`config.mk`:
```
export PLATFORM = sky130hd
export DESIGN_NAME = kss_ctrl
export DESIGN_NICKNAME = d
export VERILOG_FILES = /design/src/rtl/core/kss_pkg.sv /design/src/rtl/core/kss_ctrl.sv
export SDC_FILE = /design/constraint.sdc
export NUM_CORES = 1
export LEC_CHECK = 0
export BUFFER_PORTS_ARGS = -buffer_cell sky130_fd_sc_hd__buf_2
export CORE_AREA = 8 8 45 47
export DETAILED_ROUTE_END_ITERATION = 16
export DIE_AREA = 0 0 53 55
export GPL_TIMING_DRIVEN = 0
export PLACE_DENSITY = 0.7
export RECOVER_POWER = 50
export SLEW_MARGIN = 5
export SYNTH_ARGS = -nofsm -noshare
export SYNTH_HDL_FRONTEND = slang
export SYNTH_SLANG_ARGS = --single-unit
```
`constraint.sdc`:
```
create_clock -name clk -period 1.5 [get_ports clk]
set_input_delay 0 -clock clk [delete_from_list [all_inputs] [get_ports clk]]
set_output_delay 0 -clock clk [all_outputs]
set_load 0.02 [all_outputs]
```
`src/rtl/core/kss_pkg.sv`:
```
// shared types and constants for the k-th smallest select unit
`default_nettype none
package kss_pkg;
  localparam int unsigned DATA_W = 32;
  localparam int unsigned RANK_W = 11;

  typedef logic signed [DATA_W-1:0] data_t;
  typedef logic [RANK_W-1:0] rank_t;

  typedef enum logic [4:0] {
    ST_LOAD,
    ST_START,
    ST_RANGE,
    ST_PIV_RD,
    ST_PIV_WT,
    ST_I_RD,
    ST_I_WT,
    ST_I_CMP,
    ST_J_RD,
    ST_J_WT,
    ST_J_CMP,
    ST_SWAP_I,
    ST_SWAP_J,
    ST_NARROW,
    ST_FIN_RD,
    ST_FIN_WT,
    ST_OUT
  } kss_state_t;

  // controller to datapath
  typedef struct packed {
    logic load;       // write input element at fill count
    logic start;      // set lo, hi, k for a fresh selection
    logic rd_pivot;   // read store at middle of range
    logic cap_pivot;  // latch pivot from read data
    logic init_ij;    // i = lo - 1, j = hi + 1
    logic rd_i;       // i++ and read store at i
    logic cap_i;      // latch read data as element i
    logic rd_j;       // j-- and read store at j
    logic cap_j;      // latch read data as element j
    logic wr_i;       // store[i] = element j
    logic wr_j;       // store[j] = element i
    logic narrow;     // keep the side that holds rank k
    logic rd_lo;      // read store at lo
    logic cap_res;    // latch result from read data
    logic err_res;    // result is rank error
    logic clr_fill;   // restart the set
  } kss_cmd_t;

  // datapath to controller
  typedef struct packed {
    logic rank_bad;   // k is zero or above the fill count after this element
    logic range_open; // lo < hi
    logic i_less;     // element i below pivot
    logic j_more;     // element j above pivot
    logic i_lt_j;     // i < j
  } kss_sts_t;
endpackage
`default_nettype wire

```
`src/rtl/core/kss_ctrl.sv`:
```
// selection sequencer state machine
`default_nettype none
module kss_ctrl (
  input  wire logic              clk,
  input  wire logic              rst_n,
  input  wire logic              in_valid,
  input  wire logic              in_last,
  output      logic              in_ready,
  output      logic              out_valid,
  input  wire logic              out_ready,
  output      logic              out_err,
  output      kss_pkg::kss_cmd_t cmd,
  input  wire kss_pkg::kss_sts_t sts
);
  import kss_pkg::*;

  kss_state_t state_r, state_nxt;
  logic err_r, err_nxt;

  always_ff @(posedge clk) begin
    if (!rst_n) begin
      state_r <= ST_LOAD;
      err_r   <= 1'b0;
    end else begin
      state_r <= state_nxt;
      err_r   <= err_nxt;
    end
  end

  always_comb begin
    state_nxt = state_r;
    err_nxt   = err_r;
    cmd       = '0;
    in_ready  = 1'b0;
    out_valid = 1'b0;
    case (state_r)
      ST_LOAD: begin
        in_ready = 1'b1;
        if (in_valid) begin
          cmd.load = 1'b1;
          if (in_last) begin
            if (sts.rank_bad) begin
              cmd.err_res = 1'b1;
              err_nxt     = 1'b1;
              state_nxt   = ST_OUT;
            end else begin
              err_nxt   = 1'b0;
              state_nxt = ST_START;
            end
          end
        end
      end
      ST_START: begin
        cmd.start = 1'b1;
        state_nxt = ST_RANGE;
      end
      ST_RANGE: begin
        state_nxt = sts.range_open ? ST_PIV_RD : ST_FIN_RD;
      end
      ST_PIV_RD: begin
        cmd.rd_pivot = 1'b1;
        cmd.init_ij  = 1'b1;
        state_nxt    = ST_PIV_WT;
      end
      // read data is valid in the cycle after the read
      ST_PIV_WT: begin
        cmd.cap_pivot = 1'b1;
        state_nxt     = ST_I_RD;
      end
      ST_I_RD: begin
        cmd.rd_i  = 1'b1;
        state_nxt = ST_I_WT;
      end
      ST_I_WT: begin
        cmd.cap_i = 1'b1;
        state_nxt = ST_I_CMP;
      end
      ST_I_CMP: state_nxt = sts.i_less ? ST_I_RD : ST_J_RD;
      ST_J_RD: begin
        cmd.rd_j  = 1'b1;
        state_nxt = ST_J_WT;
      end
      ST_J_WT: begin
        cmd.cap_j = 1'b1;
        state_nxt = ST_J_CMP;
      end
      ST_J_CMP: begin
        if (sts.j_more) state_nxt = ST_J_RD;
        else if (sts.i_lt_j) state_nxt = ST_SWAP_I;
        else state_nxt = ST_NARROW;
      end
      ST_SWAP_I: begin
        cmd.wr_i  = 1'b1;
        state_nxt = ST_SWAP_J;
      end
      ST_SWAP_J: begin
        cmd.wr_j  = 1'b1;
        state_nxt = ST_I_RD;
      end
      ST_NARROW: begin
        cmd.narrow = 1'b1;
        state_nxt  = ST_RANGE;
      end
      ST_FIN_RD: begin
        cmd.rd_lo = 1'b1;
        state_nxt = ST_FIN_WT;
      end
      ST_FIN_WT: begin
        cmd.cap_res = 1'b1;
        state_nxt   = ST_OUT;
      end
      ST_OUT: begin
        out_valid = 1'b1;
        if (out_ready) begin
          cmd.clr_fill = 1'b1;
          state_nxt    = ST_LOAD;
        end
      end
      default: state_nxt = ST_LOAD;
    endcase
  end

  assign out_err = err_r;
endmodule
`default_nettype wire

```
# Word-level counts from Yosys, hierarchy flattened
# Index checks and enable logic that the tools add are counted.
dict set report word_totals {
  ff_bits 6
  latch_bits 0
  ramBits 0
  mem_bits_ro 0
  input_bits 10
  out_inout_bits 19
  wordCells 57
  n_memories 0
}
dict set report classes {
  n_addsub 0
  n_mul 0
  n_div 0
  n_lt_le_gt_ge 0
  n_eq_ne 19
  shift 0
  muxes 31
  n_bitwise 0
  reduce_logical 5
}
# cell count
set ops {}
lappend ops {{case mux 5 bit (15 select lines)} 1}
lappend ops {{== test 5 x 4 -> 1 bit, second input constant} 8}
lappend ops {{2-to-1 mux 5 bit} 5}
lappend ops {{2-to-1 mux 1 bit} 22}
lappend ops {{== test 5 x 3 -> 1 bit, second input constant} 4}
lappend ops {{== test 5 x 2 -> 1 bit, second input constant} 2}
lappend ops {{2-to-1 mux 4 bit} 2}
lappend ops {{inequality test 2 bit, second input constant} 3}
lappend ops {{AND reduction 3 bit} 2}
lappend ops {{== test 5 x 1 -> 1 bit, second input constant} 1}
lappend ops {{== test 5 bit, second input constant} 1}
lappend ops {{logical NOT 5 bit} 1}
lappend ops {{OR reduction 2 bit} 2}
lappend ops {{2-to-1 mux 3 bit} 1}

# Longest topological paths before layout
# Gate-level depths: netlist of run 1.
dict set report depth {
  ltp_word 4
  ltp_mapped 5
  ltp_nobuf 4
}

# Worst setup path before layout of run 1
# Ideal clock, no wire load.
dict set report synth_timing {
  path_kind {reg-to-reg}
  start {reg state_r[2]}
  end {reg err_r, in the netlist out_err}
  setup_time_ns 0.058
  arrival_ns 1.463
  required_time_ns 1.442
  slack_ns -0.021
  path_stages_with_launch 6
  n_path_buf 1
  period_less_slack_ns 1.521
  cell_sequence {dfxtp_1 buf_6 or3_4 nor3_4 and4_4 o21a_1}
}
dict set report synth_via {
  elab_chain_len 2
}
# element line_no
set synth_rtl {}
lappend synth_rtl {{start, declared} kss_ctrl.sv:17} ;# kss_state_t state_r, state_nxt;
lappend synth_rtl {{start signal, assigned} kss_ctrl.sv:25} ;# state_r <= state_nxt;
lappend synth_rtl {{logical NOT 5 bit} kss_ctrl.sv:36} ;# case (state_r)
lappend synth_rtl {{AND reduction 3 bit (no line)} --}
lappend synth_rtl {{end signal, assigned} kss_ctrl.sv:26} ;# err_r <= err_nxt;
lappend synth_rtl {{end, declared} kss_ctrl.sv:18} ;# logic err_r, err_nxt;
# No other way between the ends.
# A chain may end at the register's enable or synchronous reset.

==> metrics.yaml, run 1 <==
rsz0062_at_grt: "true"
final_common_cell: "buf_2"
drt_pass1_iterations: 4
cts.sinks: 6
p_per_area_nw_per_um2: 935
wl_mm: 1.82
cp.buffers_inverters: 1
start_util_pct: 39.2
ys_types: 33
slowest_stage: "or3_4"
clockBufferDepth: 2
status: "finished with violations"
postSynthCellCount: 76
fin_setup_tns_ns: -0.000720
core_um2: 1380
clockRootBuffer: "clkbuf_4"
cts_tree: "yes"
ys.flop_type: "dfxtp_1"
finalPower_uw: 741
synth.top_cell.area_share_pct: 22.2
antenna_left: 0
grt_pass1_vias: 604
die_w_um: 53
synth.ff_latch_count: 6
path_depth: 4
crit_path_max_fanout: 4
drive_above_1_share_pct: 45.5
ys_top_cells_by_area: "dfxtp_1 (22%), nor2_1 (9.7%), nand2b_1 (4.6%), nor3_1 (4.6%), nand3b_1 (4.2%)"
setup_viol: 1
skew_ns: 0.00757
fmax_mhz: 666
rows: 14
drt_iter0_drc: 26
path_cells: "or3_4 -> nor3_4 -> and4_4 -> buf_6"
worstRegToRegCells: 5
layout_common_cells: "buf_2 (25), nor2_1 (13), buf_4 (9)"
portBuffers: 28
routabilityCongestion: 0.853
grt_overflow: 0
ioPinCount: 29
grt_antenna_before_repair: 0
ys_seq_area_share_pct: 22.2
worst_path_largest_cell_delay_ns: 0.40
critPathTopFamily: "simple AND/OR/NAND/NOR gates"
setup.worst_path.start_class: "register"
finalHoldViolCount: 0
grt_pass1_wl_mm: 2.75
min_path_type: "input port to register"
synthArstFlopShare_pct: 0
drc: 0
synth_warnings: 0
tightest_slew_ns: 0.349
grtUsageTotal_pct: 12.8
yosysTopAreaCell: "dfxtp_1"
timing.max_cap.violations: 0
dr_total_vias: 663
fin_nets: 124
crit_required_ns: 1.50
h-tree-depth: 1
crit_arrival_ns: 1.50
wl_per_cell_um: 14.2
die_h_um: 55
cts_hold_buf: 0
syn_avg_cell_area_um2: 7.13
maxSlewViolCount: 0
leakagePower_uw: 0.000379
hold_depth: 2
timing.final.ws_setup_ns: -0.000720
dieArea_um2: 2920
grt_max_degree: 11
diodes: 0
period_share_pct: 100
synth_area_um2: 542
via_per_inst: 5.18
final.min_clock_period_ns: 1.50
area_delta_synth_final_pct: 46.4
violations: "setup timing"
end_kind: "output pin"
placed_cell_area_um2: 702
finalInstanceArea_um2: 793
fin_util_pct: 57.3
peakVddDrop_mv: 0.665
synth_edf_count: 0
critPathKind: "register to output pin"
clkLatencyLatePin_ns: 0.25
relSlewSlack_pct: 76.5
numCtsBuffers: 3
whs_ns: 0.0341
cts.clk_slew.worst_paths_ns: 0.05
place_hpwl_mm: 1.26
syn-num-nets: 86
[worst paths after layout]
check / slack, ns / start / endpoint
hold / removal: 0.03 / rst_n / out_err
setup reg to reg: 0.10 / state_r[1] / out_err
setup / recovery: -0.0007 / state_r[1] / cmd[1]
hold reg to reg: 0.58 / out_err / out_err
[state kept, by name, summed over array words and instances (netlist names)]
signal,flops
out_err,1
state_r,5
[power by group]
group	switching [uW]	total, uW	internal, uW
logic	211	394	183
clock network	57.3	148	90.4
registers	20.2	200	179
[timing repair]
item | CTS | global route
buffers inserted | 5 | 1
pin swaps | 4 | 3
resized for setup | 9 | 10
endpoints found under the setup margin | 7 | 18
[metrics by stage]
stage / setup WS [ns] / std cells
finish: -0.000720 / 128
global route: -0.0718 / 128
CTS: -0.0855 / 128
detailed placement: 0.0236 / 120
global placement: 0.0222 / 120
floorplan: -0.0210 / 76
[layout make-up]
| type | instances | area (um^2) |
|---|---|---|
| inverter | 3 | 11.3 |
| multi-input combinational | 61 | 384 |
| tap | 16 | 20.0 |
| fill | 129 | 591 |
| buffer | 5 | 30.0 |
| sequential | 6 | 125 |
| clock buffer | 3 | 22.5 |
| timing repair buffer | 34 | 200 |
[synthesized netlist by cell type, drive strengths merged, types with 2 or more instances]
master / count
nand2b: 4
nor2: 14
clkbuf: 2
nand2: 3
nor2b: 2
and2: 3
nand3b: 3
nor3: 6
inv: 3
nor4: 2
o21a: 2
or3: 2
buf: 4
and4: 2
dfxtp: 6
a21oi: 4
o21ai: 4
[cell families after synthesis]
family | after synthesis | synth area share, %
compound gates | 18 | 21.9
buf+inv | 9 | 8.78
flops | 6 | 22.2
simple gates | 43 | 47.1
[layer usage]
| layer | vias up | track usage, % | part of all wire, % |
|---|---|---|---|
| met4 | 0 | 2.59 | 0.94 |
| met5 | - | 0 | 0 |
| met1 | 297 | 12.8 | 38 |
| li1 | 344 | - | - |
| met3 | 2 | 5.88 | 5.8 |
| met2 | 20 | 23.8 | 55 |
[worst reg2reg max path: cells and delay by family, from the launching register on]
family | cells | cell delay, ns
buf+inv | 1 | 0.10
flops | 1 | 0.33
compound gates | 1 | 0.11
simple gates | 3 | 0.81
Note: power is estimated with default switching activity, not from simulation.
==> run 2, diff against run 1 <==
ABC_AREA = 1   (was default)
CORE_AREA = default   (was 8 8 45 47)
CORE_MARGIN = 8   (was default)
CORE_UTILIZATION = 45   (was default)
DIE_AREA = default   (was 0 0 53 55)
PLACE_DENSITY = 0.73   (was 0.7)
==> metrics.yaml, run 2 <==
p_switching_uw: 873
drive_above_1_share_pct: 38.7
drc: 0
final.min_clock_period_ns: 1.40
grtUsageTotal_pct: 13.9
die_w_um: 53.7
h-tree-depth: 1
clockBufferDepth: 2
syn_avg_cell_area_um2: 6.08
timing.max_cap.violations: 0
ys.flop_type: "dfxtp_1"
numCtsBuffers: 3
clkLatencyLatePin_ns: 0.24
layout_common_cells: "buf_2 (21), nor2_1 (20), inv_1 (16), nand2_1 (16)"
postSynthCellCount: 105
fmax_mhz: 713
postCtsSetupBuffers: 0
intPower_uw: 624
ys_seq_area_share_pct: 18.8
drt_pass1_iterations: 4
maxSlewViolCount: 0
tightest_slew_ns: 0.385
wl_mm: 1.85
fin_util_pct: 62.5
synthArstFlopShare_pct: 0
wl_per_cell_um: 12.2
crit_arrival_ns: 1.53
synth_edf_count: 0
clockRootBuffer: "clkbuf_4"
ioPinCount: 29
min_path_type: "input port to register"
grt_pass1_wl_mm: 3.08
crit_required_ns: 1.63
yosys.area_share.simple_pct: 57.1
ys_top_cells_by_area: "dfxtp_1 (19%), nor2_1 (12%), inv_1 (9.4%), nand2_1 (9.4%), nand3_2 (7.8%)"
finalPower_uw: 1500
swShare_pct: 58.3
cts.clk_slew.worst_paths_ns: 0.04
fin_setup_tns_ns: 0
synth.ff_latch_count: 6
worst_path_largest_cell_delay_ns: 0.54
status: "completed"
synthMuxAreaShare_pct: 0
slowest_stage: "dfxtp_1"
cts_tree: "yes"
syn-num-nets: 115
dr_total_vias: 773
synth_xor_area_share_pct: 0
setup_viol: 0
place_hpwl_mm: 1.55
top_register: "state_r"
grt_pass1_vias: 746
synth_top_family_by_area: "simple AND/OR/NAND/NOR gates"
grt_max_degree: 11
fill_cells: 136
synth_compound_area_share_pct: 10.2
final_common_cell: "buf_2"
drt_iter0_drc: 18
relSlewSlack_pct: 74.3
cts.sinks: 6
synth_warnings: 0
path_cells: "inv_4 -> nand3_2 -> nor2_2 -> nor2_1 -> nand3b_1 -> nor2_1 -> nor2_1"
portBuffers: 28
synth.top_cell.area_share_pct: 18.8
yosysTopAreaCell: "dfxtp_1"
finalHoldViolCount: 0
via_per_inst: 5.09
largest_register_ffs: 5
yosysMostFrequentCell: "nor2_1"
dieArea_um2: 2880
die_h_um: 53.7
rows: 13
synth_area_um2: 638
critPathKind: "register to register"
leakagePower_uw: 0.000473
fin_nets: 149
cpMostUsedCell: "nor2_1"
diodes: 0
p_per_area_nw_per_um2: 1820
end_kind: "register"
netlist_top_cells_count: "nor2_1 (20), inv_1 (16), nand2_1 (16), dfxtp_1 (6), nor2_2 (6)"
ys_types: 22
numPlacedInstances: 148
pwr-share-comb_pct: 67.8
routabilityCongestion: 0.871
area_delta_synth_final_pct: 29.0
setup.worst_path.start_class: "register"
grt_antenna_before_repair: 0
core_um2: 1320
p_clk_share_pct: 9.4
skew_ns: 0.00100
grt_overflow: 0
yosys.area_share.adder_pct: 0
start_util_pct: 48.4
seqPwrFrac_pct: 22.8
rsz0062_at_grt: "false"
antenna_left: 0
period_share_pct: 93.5
crit_path_max_fanout: 10
peakVddDrop_mv: 1.09
final_cells: 152
run 2: power groups by stage:
stage	logic, uW	registers, uW	clock network [uW]
final	1010	341	141
after global routing	1130	344	150
after CTS	1040	337	148
after detailed placement	1030	339	0
after global placement	1020	330	0
after floorplan	781	322	0
run 2: layout make-up:
| cell class | count | area, um^2 | share of cell area, % |
|---|---|---|---|
| Multi-Input combinational cell | 77 | 429 | 52.1 |
| Timing Repair Buffer | 29 | 143 | 17.3 |
| Sequential cell | 6 | 121 | 14.7 |
| Inverter | 21 | 81.3 | 9.88 |
| Clock buffer | 3 | 22.5 | 2.74 |
| Tap cell | 15 | 18.8 | 2.28 |
| Buffer | 1 | 7.51 | 0.912 |
run 2: timing repair:
action                                  CTS  global route
endpoints found under the setup margin    0             1
resized for setup                         0             1
hold endpoints to repair                  2             0
hold buffers                              1             0
run 2: path summary, 6_finish.rpt:
check	startpoint	cells after the start	slack [ns]	to
worst max-delay path	state_r[4]	7	0.1	state_r[1]
worst min-delay path	sts[0]	5	0.11	state_r[1]
worst min register to register	out_err	2	0.57	out_err
worst max register to register	state_r[4]	7	0.1	state_r[1]
run 2: per-layer routing:
metal | global-route usage [%] | wire length (um) | up-vias
met1 | 15.3 | 752 | 350
met4 | 8.40 | 27 | 0
met5 | 0 | 0 | -
li1 | - | - | 400
met2 | 25.4 | 919 | 19
met3 | 1.10 | 153 | 4
run 2: metrics by stage:
step,hold WS [ns],cell area (um^2),setup WS (ns)
floorplan,0.105,638,0.195
global placement,0.233,797,0.140
detailed placement,0.239,797,0.121
CTS,0.105,830,0.0229
global route,0.172,823,0.0181
finish,0.109,823,0.0973
run 2: logic make-up (layout without fill, tap and decap cells):
family,count (synthesis),count (layout)
AO/OA/AOI/OAI,11,11
buffers and inverters,22,54
AND/OR/NAND/NOR,66,66
flip-flops,6,6
run 2: worst max-delay path, delay by kind of cell (launching register included):
family	cells	cell delay, ns
simple gates	6	0.62
flops	1	0.54
buf+inv	1	0.13
==> run 3, diff against run 2 <==
CORE_UTILIZATION = 47   (was 45)
CTS_BUF_LIST = sky130_fd_sc_hd__clkbuf_8   (was default)
PLACE_DENSITY = 0.76   (was 0.73)
==> metrics.yaml, run 3 (synthesis gave the netlist of run 2 again) <==
crit_required_ns: 1.50
grt_antenna_before_repair: 0
timing.final.ws_setup_ns: 0.136
fin_setup_tns_ns: 0
fmax_mhz: 733
dp_slack_ns: 0.112
wl_per_cell_um: 11.6
final.min_clock_period_ns: 1.36
skew_ns: 0.000412
wl_met1_um: 743
leakagePower_uw: 0.000471
cts_hold_buf: 0
drt_pass1_iterations: 4
grtUsageTotal_pct: 12.2
rsz0062_at_grt: "false"
crit_arrival_ns: 1.36
cts-resized-gates: 0
final_common_cell: "buf_2"
drive_above_1_share_pct: 39.0
clockBufferDepth: 2
grt_pass1_vias: 612
wl_met3_um: 102
slowest_stage: "dfxtp_1"
ioPinCount: 29
grt_overflow: 0
clockRootBuffer: "clkbuf_8"
peakVddDrop_mv: 1.42
min_path_type: "input port to register"
worst_path_largest_cell_delay_ns: 0.39
cts.sinks: 6
postCtsSetupBuffers: 0
core_um2: 1280
wl_mm: 1.75
routabilityCongestion: 0.863
finalHoldViolCount: 0
path_cells: "nor2_4 -> nand3_1 -> nor3_2 -> buf_2"
place_hpwl_mm: 1.47
area_delta_synth_final_pct: 29.8
status: "completed"
grt_max_degree: 11
die_h_um: 52.8
start_util_pct: 49.7
fin_util_pct: 64.5
relSlewSlack_pct: 77.7
fin_nets: 148
end_kind: "output pin"
setup_viol: 0
maxSlewViolCount: 0
timing.max_cap.violations: 0
cp.buffers_inverters: 1
critPathKind: "register to output pin"
largest_register_ffs: 5
top_register: "state_r"
grt_pass1_wl_mm: 2.62
diodes: 0
dieArea_um2: 2790
portBuffers: 28
tightest_slew_ns: 0.334
drc: 0
wl_met2_um: 890
period_share_pct: 91.0
cts_tree: "yes"
via_per_inst: 4.84
h-tree-depth: 1
rows: 13
dr_total_vias: 731
finalInstanceArea_um2: 828
numCtsBuffers: 3
top_layer_used: "met4"
cts.clk_slew.worst_paths_ns: 0.03
layout_common_cells: "buf_2 (22), nor2_1 (20), inv_1 (16), nand2_1 (16)"
whs_ns: 0.0179
setup.worst_path.start_class: "register"
critPathTopFamily: "simple AND/OR/NAND/NOR gates"
antenna_left: 0
die_w_um: 52.8
placed_cell_area_um2: 797
drt_iter0_drc: 10
crit_path_max_fanout: 6
p_per_area_nw_per_um2: 1900
clkLatencyLatePin_ns: 0.22
run 3: changes by cell type in the layout (fill, tap and decap cells not counted):
| cell | before | now |
|---|---|---|
| dfxtp_2 | 1 | 2 |
| dlygate4sd3_1 | 1 | 0 |
| clkbuf_8 | 0 | 3 |
| dfxtp_1 | 5 | 4 |
| clkbuf_4 | 3 | 0 |
| nand3_2 | 5 | 4 |
| clkbuf_2 | 1 | 0 |
| nand3_1 | 5 | 6 |
| buf_2 | 21 | 22 |
run 3: final cells by class:
class	instances	area [um^2]
Fill cell	125	457
Multi-Input combinational cell	77	424
Timing Repair Buffer	28	133
Sequential cell	6	123
Inverter	21	81.3
Clock buffer	3	41.3
Tap cell	15	18.8
Buffer	1	7.51
run 3: where the power goes:
| group | switching (uW) | internal, uW | total [uW] |
|---|---|---|---|
| sequential | 120 | 219 | 339 |
| clock | 59.4 | 171 | 231 |
| combinational | 683 | 318 | 1000 |
| total | 862 | 708 | 1570 |
run 3: final timing paths:
check	from	end	slack, ns	cells after the start
max reg2reg	state_r[3]	state_r[0]	0.23	8
min	rst_n	state_r[3]	0.02	3
max	state_r[3]	cmd[1]	0.14	4
min reg2reg	out_err	out_err	0.56	2
run 3: layer usage:
metal / vias up / track usage, %
met3: 2 / 1.14
met1: 322 / 14.2
met4: 0 / 5.17
li1: 393 / -
met2: 14 / 21.7
met5: - / 0
run 3: through the flow:
step           std cells  total power (uW)
3_5_place_dp         148              1360
5_1_grt              151              1690
6_report             151              1570
2_1_floorplan        105              1100
4_1_cts              151              1600
3_3_place_gp         148              1350
run 3: tightest hold or removal path, cell delays in order:
cell and delay, ns:
buf_2 0.10, o21ai_1 0.06, inv_1 0.04
